### config.mk
export PLATFORM = sky130hd
export DESIGN_NAME = bounded_array_list_engine
export DESIGN_NICKNAME = d
export VERILOG_FILES = /design/src/hdl/bale_pkg.sv /design/src/hdl/bounded_array_list_engine.sv /design/src/hdl/bale_ctrl.sv /design/src/hdl/bale_dpath.sv
export SDC_FILE = /design/constraint.sdc
export NUM_CORES = 1
export LEC_CHECK = 0
export ABC_CLOCK_PERIOD_IN_PS = 5580
export BUFFER_PORTS_ARGS = -buffer_cell sky130_fd_sc_hd__clkbuf_2
export CORE_ASPECT_RATIO = 2
export CORE_UTILIZATION = 49
export CTS_BUF_LIST = sky130_fd_sc_hd__clkbuf_2 sky130_fd_sc_hd__clkbuf_4 sky130_fd_sc_hd__clkbuf_8
export DETAILED_ROUTE_END_ITERATION = 12
export GPL_ROUTABILITY_DRIVEN = 1
export SYNTH_ARGS = -nofsm -noshare
export SYNTH_HDL_FRONTEND = slang
export SYNTH_SLANG_ARGS = --single-unit
export TNS_END_PERCENT = 50
### constraint.sdc
create_clock -name clock -period 5.58 [get_ports clock]
set_clock_uncertainty 0.2 [all_clocks]
set_input_delay 0.558 -clock clock [delete_from_list [all_inputs] [get_ports clock]]
set_output_delay 0.558 -clock clock [all_outputs]
set_load 0.02 [all_outputs]
### src/hdl/bale_pkg.sv
// Shared types and constants of the bounded array list engine.
// Used by the controller, the datapath, the top level and the checker.
package bale_pkg;

   localparam int DEPTH_DEF  = 32;
   localparam int FUNC_W     = 3;
   localparam int POS_W      = 16;
   localparam int WORD_W     = 32;
   localparam int FOUND_W    = 6;
   localparam int STATUS_W   = 3;
   localparam int COUNT_W    = 6;
   localparam int CAP_W      = 6;
   localparam int REQ_DATA_W = 48;
   localparam int RSP_DATA_W = 48;

   localparam logic [CAP_W-1:0]   CAP_RESET  = 6'd32;
   localparam logic [FOUND_W-1:0] FOUND_NONE = 6'h3F;

   typedef enum logic [FUNC_W-1:0] {
      FN_GET    = 3'd0,
      FN_SET    = 3'd1,
      FN_INSERT = 3'd2,
      FN_REMOVE = 3'd3,
      FN_SEARCH = 3'd4,
      FN_MAX    = 3'd5,
      FN_MIN    = 3'd6,
      FN_CLEAR  = 3'd7
   } func_type;

   typedef enum logic [STATUS_W-1:0] {
      ST_OK       = 3'd0,
      ST_EMPTY    = 3'd1,
      ST_CLAMPED  = 3'd2,
      ST_RANGE    = 3'd3,
      ST_FULL     = 3'd4,
      ST_NOTFOUND = 3'd5
   } status_type;

   typedef enum logic [2:0] {
      S_IDLE,
      S_DECODE,
      S_SWEEP,
      S_DRAIN,
      S_FINAL,
      S_DONE
   } state_type;

   // controller -> datapath
   typedef struct packed {
      logic load;     // latch the request
      logic decode;   // register decode results and new count
      logic rd;       // issue one memory read and advance the pointer
      logic fin;      // final single write
      logic emit;     // load the response register
   } cmd_type;

   // datapath -> controller
   typedef struct packed {
      logic dec_sweep;
      logic dec_fin;
      logic fin;
      logic last;
      logic slot_free;
   } stat_type;

endpackage

### src/hdl/bounded_array_list_engine.sv
// Top level of the bounded array list engine: controller plus datapath.
// Depends on bale_pkg, bale_ctrl and bale_dpath.
//
// Usage:
//   req channel: one operation per transfer. req_tuser carries the function
//   code, req_tdata the signed position (bits 15:0) and signed word (47:16).
//   rsp channel: exactly one result per operation, in order. rsp_tdata holds
//   word_out (31:0), found_at (37:32), count (43:38), zeros above; rsp_tuser
//   holds the status code.
//   csr channel: writes capacity_limit; csr_ready is always high. Write only
//   while no operation is in flight.
// Sequencing: a successful get reads one entry, set writes one, and an append
//   writes its word without a walk. Insert, remove, search, max and min walk
//   the entry memory one entry per cycle through its single read port, at
//   most DEPTH entries, and insert then writes its word. The next request is
//   taken only after the result moves into the output register.
// Reset: count goes to zero, capacity to 32, no result pending. Entry words
//   are not cleared; a word is never read before it is written.
// Stall: a held result stays stable; a finished operation waits for the
//   output register to free up before the block takes another request.
module bounded_array_list_engine #(
   parameter int DEPTH = bale_pkg::DEPTH_DEF
) (
   input  logic                            clock,
   input  logic                            reset,
   input  logic                            req_tvalid,
   output logic                            req_tready,
   input  logic [bale_pkg::REQ_DATA_W-1:0] req_tdata,  // position, word_in
   input  logic [bale_pkg::FUNC_W-1:0]     req_tuser,  // func
   output logic                            rsp_tvalid,
   input  logic                            rsp_tready,
   output logic [bale_pkg::RSP_DATA_W-1:0] rsp_tdata,  // word_out, found_at, count
   output logic [bale_pkg::STATUS_W-1:0]   rsp_tuser,  // status
   input  logic                            csr_valid,
   output logic                            csr_ready,
   input  logic [bale_pkg::CAP_W-1:0]      csr_data    // capacity_limit
);
   import bale_pkg::*;

   cmd_type  cmd;
   stat_type st;

   assign csr_ready = 1'b1;

   bale_ctrl u_ctrl (
      .clock      (clock),
      .reset      (reset),
      .req_tvalid (req_tvalid),
      .req_tready (req_tready),
      .st         (st),
      .cmd        (cmd)
   );

   bale_dpath #(
      .DEPTH (DEPTH)
   ) u_dpath (
      .clock      (clock),
      .reset      (reset),
      .req_tdata  (req_tdata),
      .req_tuser  (req_tuser),
      .rsp_tvalid (rsp_tvalid),
      .rsp_tready (rsp_tready),
      .rsp_tdata  (rsp_tdata),
      .rsp_tuser  (rsp_tuser),
      .csr_valid  (csr_valid),
      .csr_data   (csr_data),
      .cmd        (cmd),
      .st         (st)
   );

endmodule

### src/hdl/bale_ctrl.sv
// Controller of the bounded array list engine: sequences decode, memory
// sweep, final write and response. Depends on bale_pkg.
module bale_ctrl (
   input  logic              clock,
   input  logic              reset,
   input  logic              req_tvalid,
   output logic              req_tready,
   input  bale_pkg::stat_type st,
   output bale_pkg::cmd_type  cmd
);
   import bale_pkg::*;

   state_type state_ff, state_in;

   always_ff @(posedge clock) begin
      if (reset) begin
         state_ff <= S_IDLE;
      end else begin
         state_ff <= state_in;
      end
   end

   always_comb begin
      state_in   = state_ff;
      cmd        = '0;
      req_tready = 1'b0;
      unique case (state_ff)
         S_IDLE: begin
            req_tready = 1'b1;
            if (req_tvalid) begin
               cmd.load = 1'b1;
               state_in = S_DECODE;
            end
         end
         S_DECODE: begin
            cmd.decode = 1'b1;
            if (st.dec_sweep) begin
               state_in = S_SWEEP;
            end else if (st.dec_fin) begin
               state_in = S_FINAL;
            end else begin
               state_in = S_DONE;
            end
         end
         S_SWEEP: begin
            cmd.rd = 1'b1;
            if (st.last) begin
               state_in = S_DRAIN;
            end
         end
         S_DRAIN: begin
            // last read data is consumed in this cycle
            if (st.fin) begin
               state_in = S_FINAL;
            end else begin
               state_in = S_DONE;
            end
         end
         S_FINAL: begin
            cmd.fin  = 1'b1;
            state_in = S_DONE;
         end
         S_DONE: begin
            if (st.slot_free) begin
               cmd.emit = 1'b1;
               state_in = S_IDLE;
            end
         end
         default: begin
            state_in = S_IDLE;
         end
      endcase
   end

endmodule

### src/hdl/bale_dpath.sv
// Datapath of the bounded array list engine: entry memory, count, capacity
// register, decode, sweep pointer and response register. Depends on bale_pkg.
module bale_dpath #(
   parameter int DEPTH = bale_pkg::DEPTH_DEF
) (
   input  logic                            clock,
   input  logic                            reset,
   input  logic [bale_pkg::REQ_DATA_W-1:0] req_tdata,
   input  logic [bale_pkg::FUNC_W-1:0]     req_tuser,
   output logic                            rsp_tvalid,
   input  logic                            rsp_tready,
   output logic [bale_pkg::RSP_DATA_W-1:0] rsp_tdata,
   output logic [bale_pkg::STATUS_W-1:0]   rsp_tuser,
   input  logic                            csr_valid,
   input  logic [bale_pkg::CAP_W-1:0]      csr_data,
   input  bale_pkg::cmd_type                cmd,
   output bale_pkg::stat_type               st
);
   import bale_pkg::*;

   localparam int CW = $clog2(DEPTH + 1);
   localparam int AW = $clog2(DEPTH);
   localparam int PW = (CW + 1 > POS_W + 1) ? CW + 1 : POS_W + 1;
   localparam int XW = (CW > CAP_W) ? CW : CAP_W;

   logic [WORD_W-1:0] mem [DEPTH];

   func_type                 op_ff;
   logic signed [POS_W-1:0]  pos_ff;
   logic [WORD_W-1:0]        word_ff;
   logic [CW-1:0]            cnt_ff;
   logic [CAP_W-1:0]         cap_ff;
   logic [AW-1:0]            rd_addr_ff, end_ff, first_ff, widx_ff, rv_addr_ff;
   logic                     down_ff, fin_ff, rv_ff, hit_ff;
   logic [WORD_W-1:0]        rdata_ff, wout_ff;
   logic [FOUND_W-1:0]       found_ff;
   status_type               status_ff;
   logic                     rsp_tvalid_ff;
   logic [RSP_DATA_W-1:0]    rsp_tdata_ff;
   logic [STATUS_W-1:0]      rsp_tuser_ff;

   // decode
   logic signed [PW-1:0] pos_x, n_x;
   logic                 pos_neg, pos_ge, pos_gt, empty, full;
   logic [CW-1:0]        cnt_m1;
   logic [AW-1:0]        pos_a, last_a, cnt_a, ins_idx;
   logic [XW-1:0]        cap_x, cap_eff;
   logic                 ins_clamp;
   status_type           d_status;
   logic                 d_sweep, d_fin, d_down;
   logic [AW-1:0]        d_start, d_end, d_widx;
   logic [CW-1:0]        d_cnt;

   // sweep write
   logic                 sw_we;
   logic [AW-1:0]        sw_wa;

   always_comb begin
      pos_x   = PW'(pos_ff);
      n_x     = PW'(cnt_ff);
      pos_neg = pos_ff[POS_W-1];
      pos_ge  = pos_x >= n_x;
      pos_gt  = pos_x > n_x;
      empty   = cnt_ff == '0;
      cnt_m1  = cnt_ff - CW'(1);
      pos_a   = pos_ff[AW-1:0];
      last_a  = cnt_m1[AW-1:0];
      cnt_a   = cnt_ff[AW-1:0];
      cap_x   = XW'(cap_ff);
      if (cap_x == '0) begin
         cap_eff = XW'(1);
      end else if (cap_x > XW'(DEPTH)) begin
         cap_eff = XW'(DEPTH);
      end else begin
         cap_eff = cap_x;
      end
      full = XW'(cnt_ff) >= cap_eff;

      ins_clamp = pos_neg || pos_gt;
      if (pos_neg) begin
         ins_idx = '0;
      end else if (pos_gt) begin
         ins_idx = cnt_a;
      end else begin
         ins_idx = pos_a;
      end

      d_status = ST_OK;
      d_sweep  = 1'b0;
      d_fin    = 1'b0;
      d_down   = 1'b0;
      d_start  = '0;
      d_end    = '0;
      d_widx   = '0;
      d_cnt    = cnt_ff;
      unique case (op_ff) inside
         FN_GET: begin
            if (empty) begin
               d_status = ST_EMPTY;
            end else begin
               d_sweep = 1'b1;
               if (pos_neg) begin
                  d_status = ST_CLAMPED;
                  d_start  = '0;
               end else if (pos_ge) begin
                  d_status = ST_CLAMPED;
                  d_start  = last_a;
               end else begin
                  d_start = pos_a;
               end
               d_end = d_start;
            end
         end
         FN_SET: begin
            if (empty) begin
               d_status = ST_EMPTY;
            end else if (pos_neg || pos_ge) begin
               d_status = ST_RANGE;
            end else begin
               d_fin  = 1'b1;
               d_widx = pos_a;
            end
         end
         FN_INSERT: begin
            if (full) begin
               d_status = ST_FULL;
            end else begin
               if (ins_clamp) begin
                  d_status = ST_CLAMPED;
               end else begin
                  d_status = ST_OK;
               end
               d_cnt    = cnt_ff + CW'(1);
               d_fin    = 1'b1;
               d_widx   = ins_idx;
               // open a gap by moving the tail up one place
               d_sweep  = ins_idx != cnt_a;
               d_down   = 1'b1;
               d_start  = last_a;
               d_end    = ins_idx;
            end
         end
         FN_REMOVE: begin
            if (empty) begin
               d_status = ST_EMPTY;
            end else if (pos_neg || pos_ge) begin
               d_status = ST_RANGE;
            end else begin
               d_sweep = 1'b1;
               d_start = pos_a;
               d_end   = last_a;
               d_cnt   = cnt_m1;
            end
         end
         FN_SEARCH: begin
            if (empty) begin
               d_status = ST_EMPTY;
            end else begin
               d_status = ST_NOTFOUND;
               d_sweep  = 1'b1;
               d_end    = last_a;
            end
         end
         FN_MAX, FN_MIN: begin
            if (empty) begin
               d_status = ST_EMPTY;
            end else begin
               d_sweep = 1'b1;
               d_end   = last_a;
            end
         end
         FN_CLEAR: begin
            d_cnt = '0;
         end
         default: begin
            d_status = ST_OK;
         end
      endcase
   end

   always_comb begin
      sw_we = rv_ff && ((op_ff == FN_INSERT) ||
                        ((op_ff == FN_REMOVE) && (rv_addr_ff != first_ff)));
      sw_wa = (op_ff == FN_INSERT) ? rv_addr_ff + AW'(1) : rv_addr_ff - AW'(1);
   end

   always_comb begin
      st.dec_sweep = d_sweep;
      st.dec_fin   = d_fin;
      st.fin       = fin_ff;
      st.last      = rd_addr_ff == end_ff;
      st.slot_free = !rsp_tvalid_ff || rsp_tready;
   end

   // entry memory: one write and one registered read per cycle
   always_ff @(posedge clock) begin
      if (cmd.fin) begin
         mem[widx_ff] <= word_ff;
      end else if (sw_we) begin
         mem[sw_wa] <= rdata_ff;
      end
      if (cmd.rd) begin
         rdata_ff <= mem[rd_addr_ff];
      end
   end

   // control registers
   always_ff @(posedge clock) begin
      if (reset) begin
         cnt_ff        <= '0;
         cap_ff        <= CAP_RESET;
         rv_ff         <= 1'b0;
         fin_ff        <= 1'b0;
         rsp_tvalid_ff <= 1'b0;
      end else begin
         if (csr_valid) begin
            cap_ff <= csr_data;
         end
         if (cmd.decode) begin
            cnt_ff <= d_cnt;
            fin_ff <= d_fin;
         end
         rv_ff <= cmd.rd;
         if (cmd.emit) begin
            rsp_tvalid_ff <= 1'b1;
         end else if (rsp_tready) begin
            rsp_tvalid_ff <= 1'b0;
         end
      end
   end

   // payload registers
   always_ff @(posedge clock) begin
      if (cmd.load) begin
         op_ff   <= func_type'(req_tuser);
         pos_ff  <= req_tdata[POS_W-1:0];
         word_ff <= req_tdata[POS_W +: WORD_W];
      end
      if (cmd.decode) begin
         status_ff  <= d_status;
         wout_ff    <= '0;
         found_ff   <= FOUND_NONE;
         hit_ff     <= 1'b0;
         rd_addr_ff <= d_start;
         first_ff   <= d_start;
         end_ff     <= d_end;
         down_ff    <= d_down;
         widx_ff    <= d_widx;
      end
      if (cmd.rd) begin
         rv_addr_ff <= rd_addr_ff;
         rd_addr_ff <= down_ff ? rd_addr_ff - AW'(1) : rd_addr_ff + AW'(1);
      end
      if (rv_ff) begin
         case (op_ff)
            FN_GET: begin
               wout_ff <= rdata_ff;
            end
            FN_REMOVE: begin
               if (rv_addr_ff == first_ff) begin
                  wout_ff <= rdata_ff;
               end
            end
            FN_SEARCH: begin
               if (!hit_ff && (rdata_ff == word_ff)) begin
                  hit_ff    <= 1'b1;
                  found_ff  <= FOUND_W'(rv_addr_ff);
                  status_ff <= ST_OK;
               end
            end
            FN_MAX: begin
               if ((rv_addr_ff == first_ff) ||
                   ($signed(rdata_ff) > $signed(wout_ff))) begin
                  wout_ff <= rdata_ff;
               end
            end
            FN_MIN: begin
               if ((rv_addr_ff == first_ff) ||
                   ($signed(rdata_ff) < $signed(wout_ff))) begin
                  wout_ff <= rdata_ff;
               end
            end
            default: begin
               wout_ff <= wout_ff;
            end
         endcase
      end
      if (cmd.emit) begin
         rsp_tdata_ff <= {{(RSP_DATA_W - WORD_W - FOUND_W - COUNT_W){1'b0}},
                          COUNT_W'(cnt_ff), found_ff, wout_ff};
         rsp_tuser_ff <= status_ff;
      end
   end

   assign rsp_tvalid = rsp_tvalid_ff;
   assign rsp_tdata  = rsp_tdata_ff;
   assign rsp_tuser  = rsp_tuser_ff;

endmodule

==> results.txt <==
----------------------------------------------------
[Worst setup path]
  R2r setup slk ... 1.15 ns
  CP Capture Type ... register
  Data required time at the worst endpoint ... ~5.9 ns
  WS Path Type ... register to register
  Worst path most repeated cell ... inv_1
  Setup crit start kind ... register
  CP max stage cell ... or3b_2
  Critical Path AT ... 4.72 ns
  Largest delay share family, worst path ... simple AND/OR/NAND/NOR gates
  Cells along the critical path ... inv_1 > nand2_1 > inv_1 > fa_1 > inv_1 > a21o_1 > a21oi_1 > xnor2_1 > mux2i_1 > or3b_2 > nor2_4 > buf_4
  Worst path bufs/invs ... 4
  Worst Path Max Fanout ... 32
  Highest cell delay on the worst timing path ... roughly 0.64 ns

[STA]
  Final hold violations ... 0
  Period minus WS final ... around 4.4 ns
  Transition at the pin with the smallest max-transition slack ... 1.17 ns
  Slew margin rel. ... between 20% and 30%
  Total negative slack ... 0 ns
  Fmax ... 226 MHz
  Final Slew Violations ... 0
  Part of the cycle the worst path needs ... about four fifths
  RSZ-0062 raised after global routing ... no
  Setup violators final ... 0

[Die]
  Effective utilization at floorplan ... between 40% and 50%
  Die area ... 0.102 mm²
  Number of placed I/O pins ... 116
  Height of the die ... 452 µm
  Chip Width ... 227 µm
  Core Box Area ... around 0.10 mm²
  Number of rows created at floorplan ... 164

[Routing]
  Via-to-Cell Ratio ... 5.96
  Residual DRC count ... 0
  Post-route ant nets ... 0
  Average wire length per cell after detail routing ... 30.4 µm
  Drt pass-1 iters ... 6
  Routed vias ... 24500
  Detailed Route Iter0 Violations ... around 1900
  Total routed wirelength ... 125000 µm

[Synth]
  EDFF count, synth ... 1212
  Synth area leader ... edfxtp_1
  Netlist cell types ... 65
  Yosys top cell area share ... 73.5%
  Area of the mapped netlist ... 0.0495 mm²
  Sequential area share after synthesis ... 74.6%
  Async set or reset register ratio after synthesis ... 0%
  Prevailing post-synth register cell ... edfxtp_1
  Synth Register Bits ... 1240
  Top cells by area, synth ... edfxtp_1, mux4_2, mux2_2, ha_1, dfxtp_1
  Synth warnings ... 0
  Average cell area after synthesis ... roughly 21 µm²
  Synthesized instance count ... 2345

[Power and ir drop]
  Peak supply drop ... 0.271 mV
  Static power due to leakage ... 0.0180 µW
  Power density relative to cell area ... 369 mW/mm²

[Min path]
  Hold Crit Class ... primary input to register

[Clocking]
  CTS Buf Count ... 166
  Maximum count of clock buffers along a single path ... 3
  Post-CTS resize count ... 0
  Worst skew pair latency ... 0.88 ns
  Number of clock sinks ... between 1000 and 1500
  Number of buffers added for setup after CTS ... 0
  Hold buffer count at CTS ... 73
  Clock transition time at the flip-flop clock pins of the worst setup and hold paths ... about 0.070 ns
  CTS tree ... built
  Cell at the root of the clock tree ... clkbuf_8
  CTS H-tree lvls ... 4

[Global routing]
  Largest net degree at the start of global routing ... 95
  Via count of the first global-routing pass ... roughly 26000
  Overall track demand over capacity in global routing ... 25.4%
  Aggregate global routing overflow ... 0
  Wire length of the first global-routing pass ... between 150000 and 200000 µm
  Number of antenna violations at the first check in global routing ... 6

[Layout]
  Fraction of the core area covered by cells at the end of the flow ... 56.2%
  Number of nets in the finished design ... between 2000 and 3000
  Area growth from synthesis to layout ... 13.4%
  Ratio of cells with drive above 1 in the final layout ... 32.1%
  Number of fill cells ... 7471

[Place]
  HPWL after detailed placement ... 82300 µm
  Number of buffers added on ports ... 110
  Final estimated routing congestion in global placement ... 0.884

[Status]
  Run status ... completed

[Flow run]
  Max-capacitance violation count ... 0

----------------------------------------------------
==> per-stage QoR <==
stage	hold slack, ns	power [µW]	area (µm²)	worst slack, ns	instances
floorplan	0.208	12900	49500	0.703	2348
CTS	0.122	20900	56200	1.23	4117
detailed placement	0.218	14100	52100	1.26	3741
finish	0.198	20700	56200	1.15	4120
global placement	0.220	14000	52100	1.26	3741
global route	0.174	21400	56200	0.986	4118
==> cells in the final DEF, fill, tap and decap left out, types with 53 or more instances in the layout <==
| cell | n |
|---|---|
| edfxtp_1 | 1212 |
| mux4_2 | 320 |
| clkbuf_8 | 170 |
| clkbuf_2 | 110 |
| nor2_1 | 78 |
| dlygate4sd3_1 | 73 |
| mux2_2 | 68 |
| inv_1 | 58 |
| buf_4 | 57 |
| ha_1 | 53 |
==> Yosys cell counts, types with 15 or more instances <==
master	number
dfxtp_1	28
clkbuf_1	64
mux4_2	320
xor2_1	15
nand2_1	47
nor2_1	107
inv_1	60
a21oi_1	35
buf_1	19
mux2_2	68
ha_1	53
buf_2	20
nand3_1	16
edfxtp_1	1212
mux2_4	29
o21ai_0	22
nor3_1	19
xnor2_1	42
==> layer usage <==
| layer | part of all wire [%] | GRT usage (%) | vias to the layer above |
|---|---|---|---|
| met5 | 0.010 | 0 | - |
| met4 | 4.3 | 11.0 | 2 |
| met3 | 4.4 | 4.06 | 257 |
| met2 | 55 | 45.8 | 854 |
| met1 | 37 | 29.6 | 13100 |
| li1 | - | - | 10300 |
==> cell families after synthesis <==
group,after synthesis,synth area share [%]
compound gates,144,2.01
xor+xnor,57,1.01
fa+ha+maj,55,1.42
buf+inv,172,1.44
flops,1240,74.6
mux,427,17.2
other cells,2,0.0152
simple gates,248,2.32
==> where the power goes <==
part	total (µW)	internal, µW	switching [µW]
Sequential	10800	10700	159
Clock	6860	3440	3420
Combinational	3070	1290	1790
Total	20700	15400	5370
==> final timing paths <==
kind,start,to,depth (start not counted)
setup / recovery,u_dpath.op_ff[2]$_DFFE_PP_,u_dpath.mem[15][12]$_DFFE_PP_,12
hold / removal,req_tdata[4],u_dpath.pos_ff[4]$_DFFE_PP_,2
setup reg to reg,u_dpath.op_ff[2]$_DFFE_PP_,u_dpath.mem[15][12]$_DFFE_PP_,12
hold reg to reg,u_dpath.found_ff[5]$_DFF_P_,u_dpath.rsp_tdata[37]$_DFFE_PP_,0
==> sequential cells by signal, summed over array words and instances, names as in the netlist, 16 cells and up <==
| signal | count |
|---|---|
| u_dpath.mem | 1024 |
| u_dpath.word_ff | 32 |
| u_dpath.rsp_tdata | 44 |
| u_dpath.rdata_ff | 32 |
| u_dpath.pos_ff | 16 |
| u_dpath.wout_ff | 32 |
==> area by class of cell <==
cell class                 instances  area [µm²]  area share [%]
clock inverter                    97         673            1.20
multi-input combinational        936       12100            21.6
inverter                          61         229           0.408
tap                             1328        1660            2.96
timing repair buffer             249        1890            3.36
sequential                      1240       37000            65.8
antenna                            3        7.51          0.0134
clock buffer                     206        2610            4.65
No activity file was read; power rests on OpenSTA's default activity.
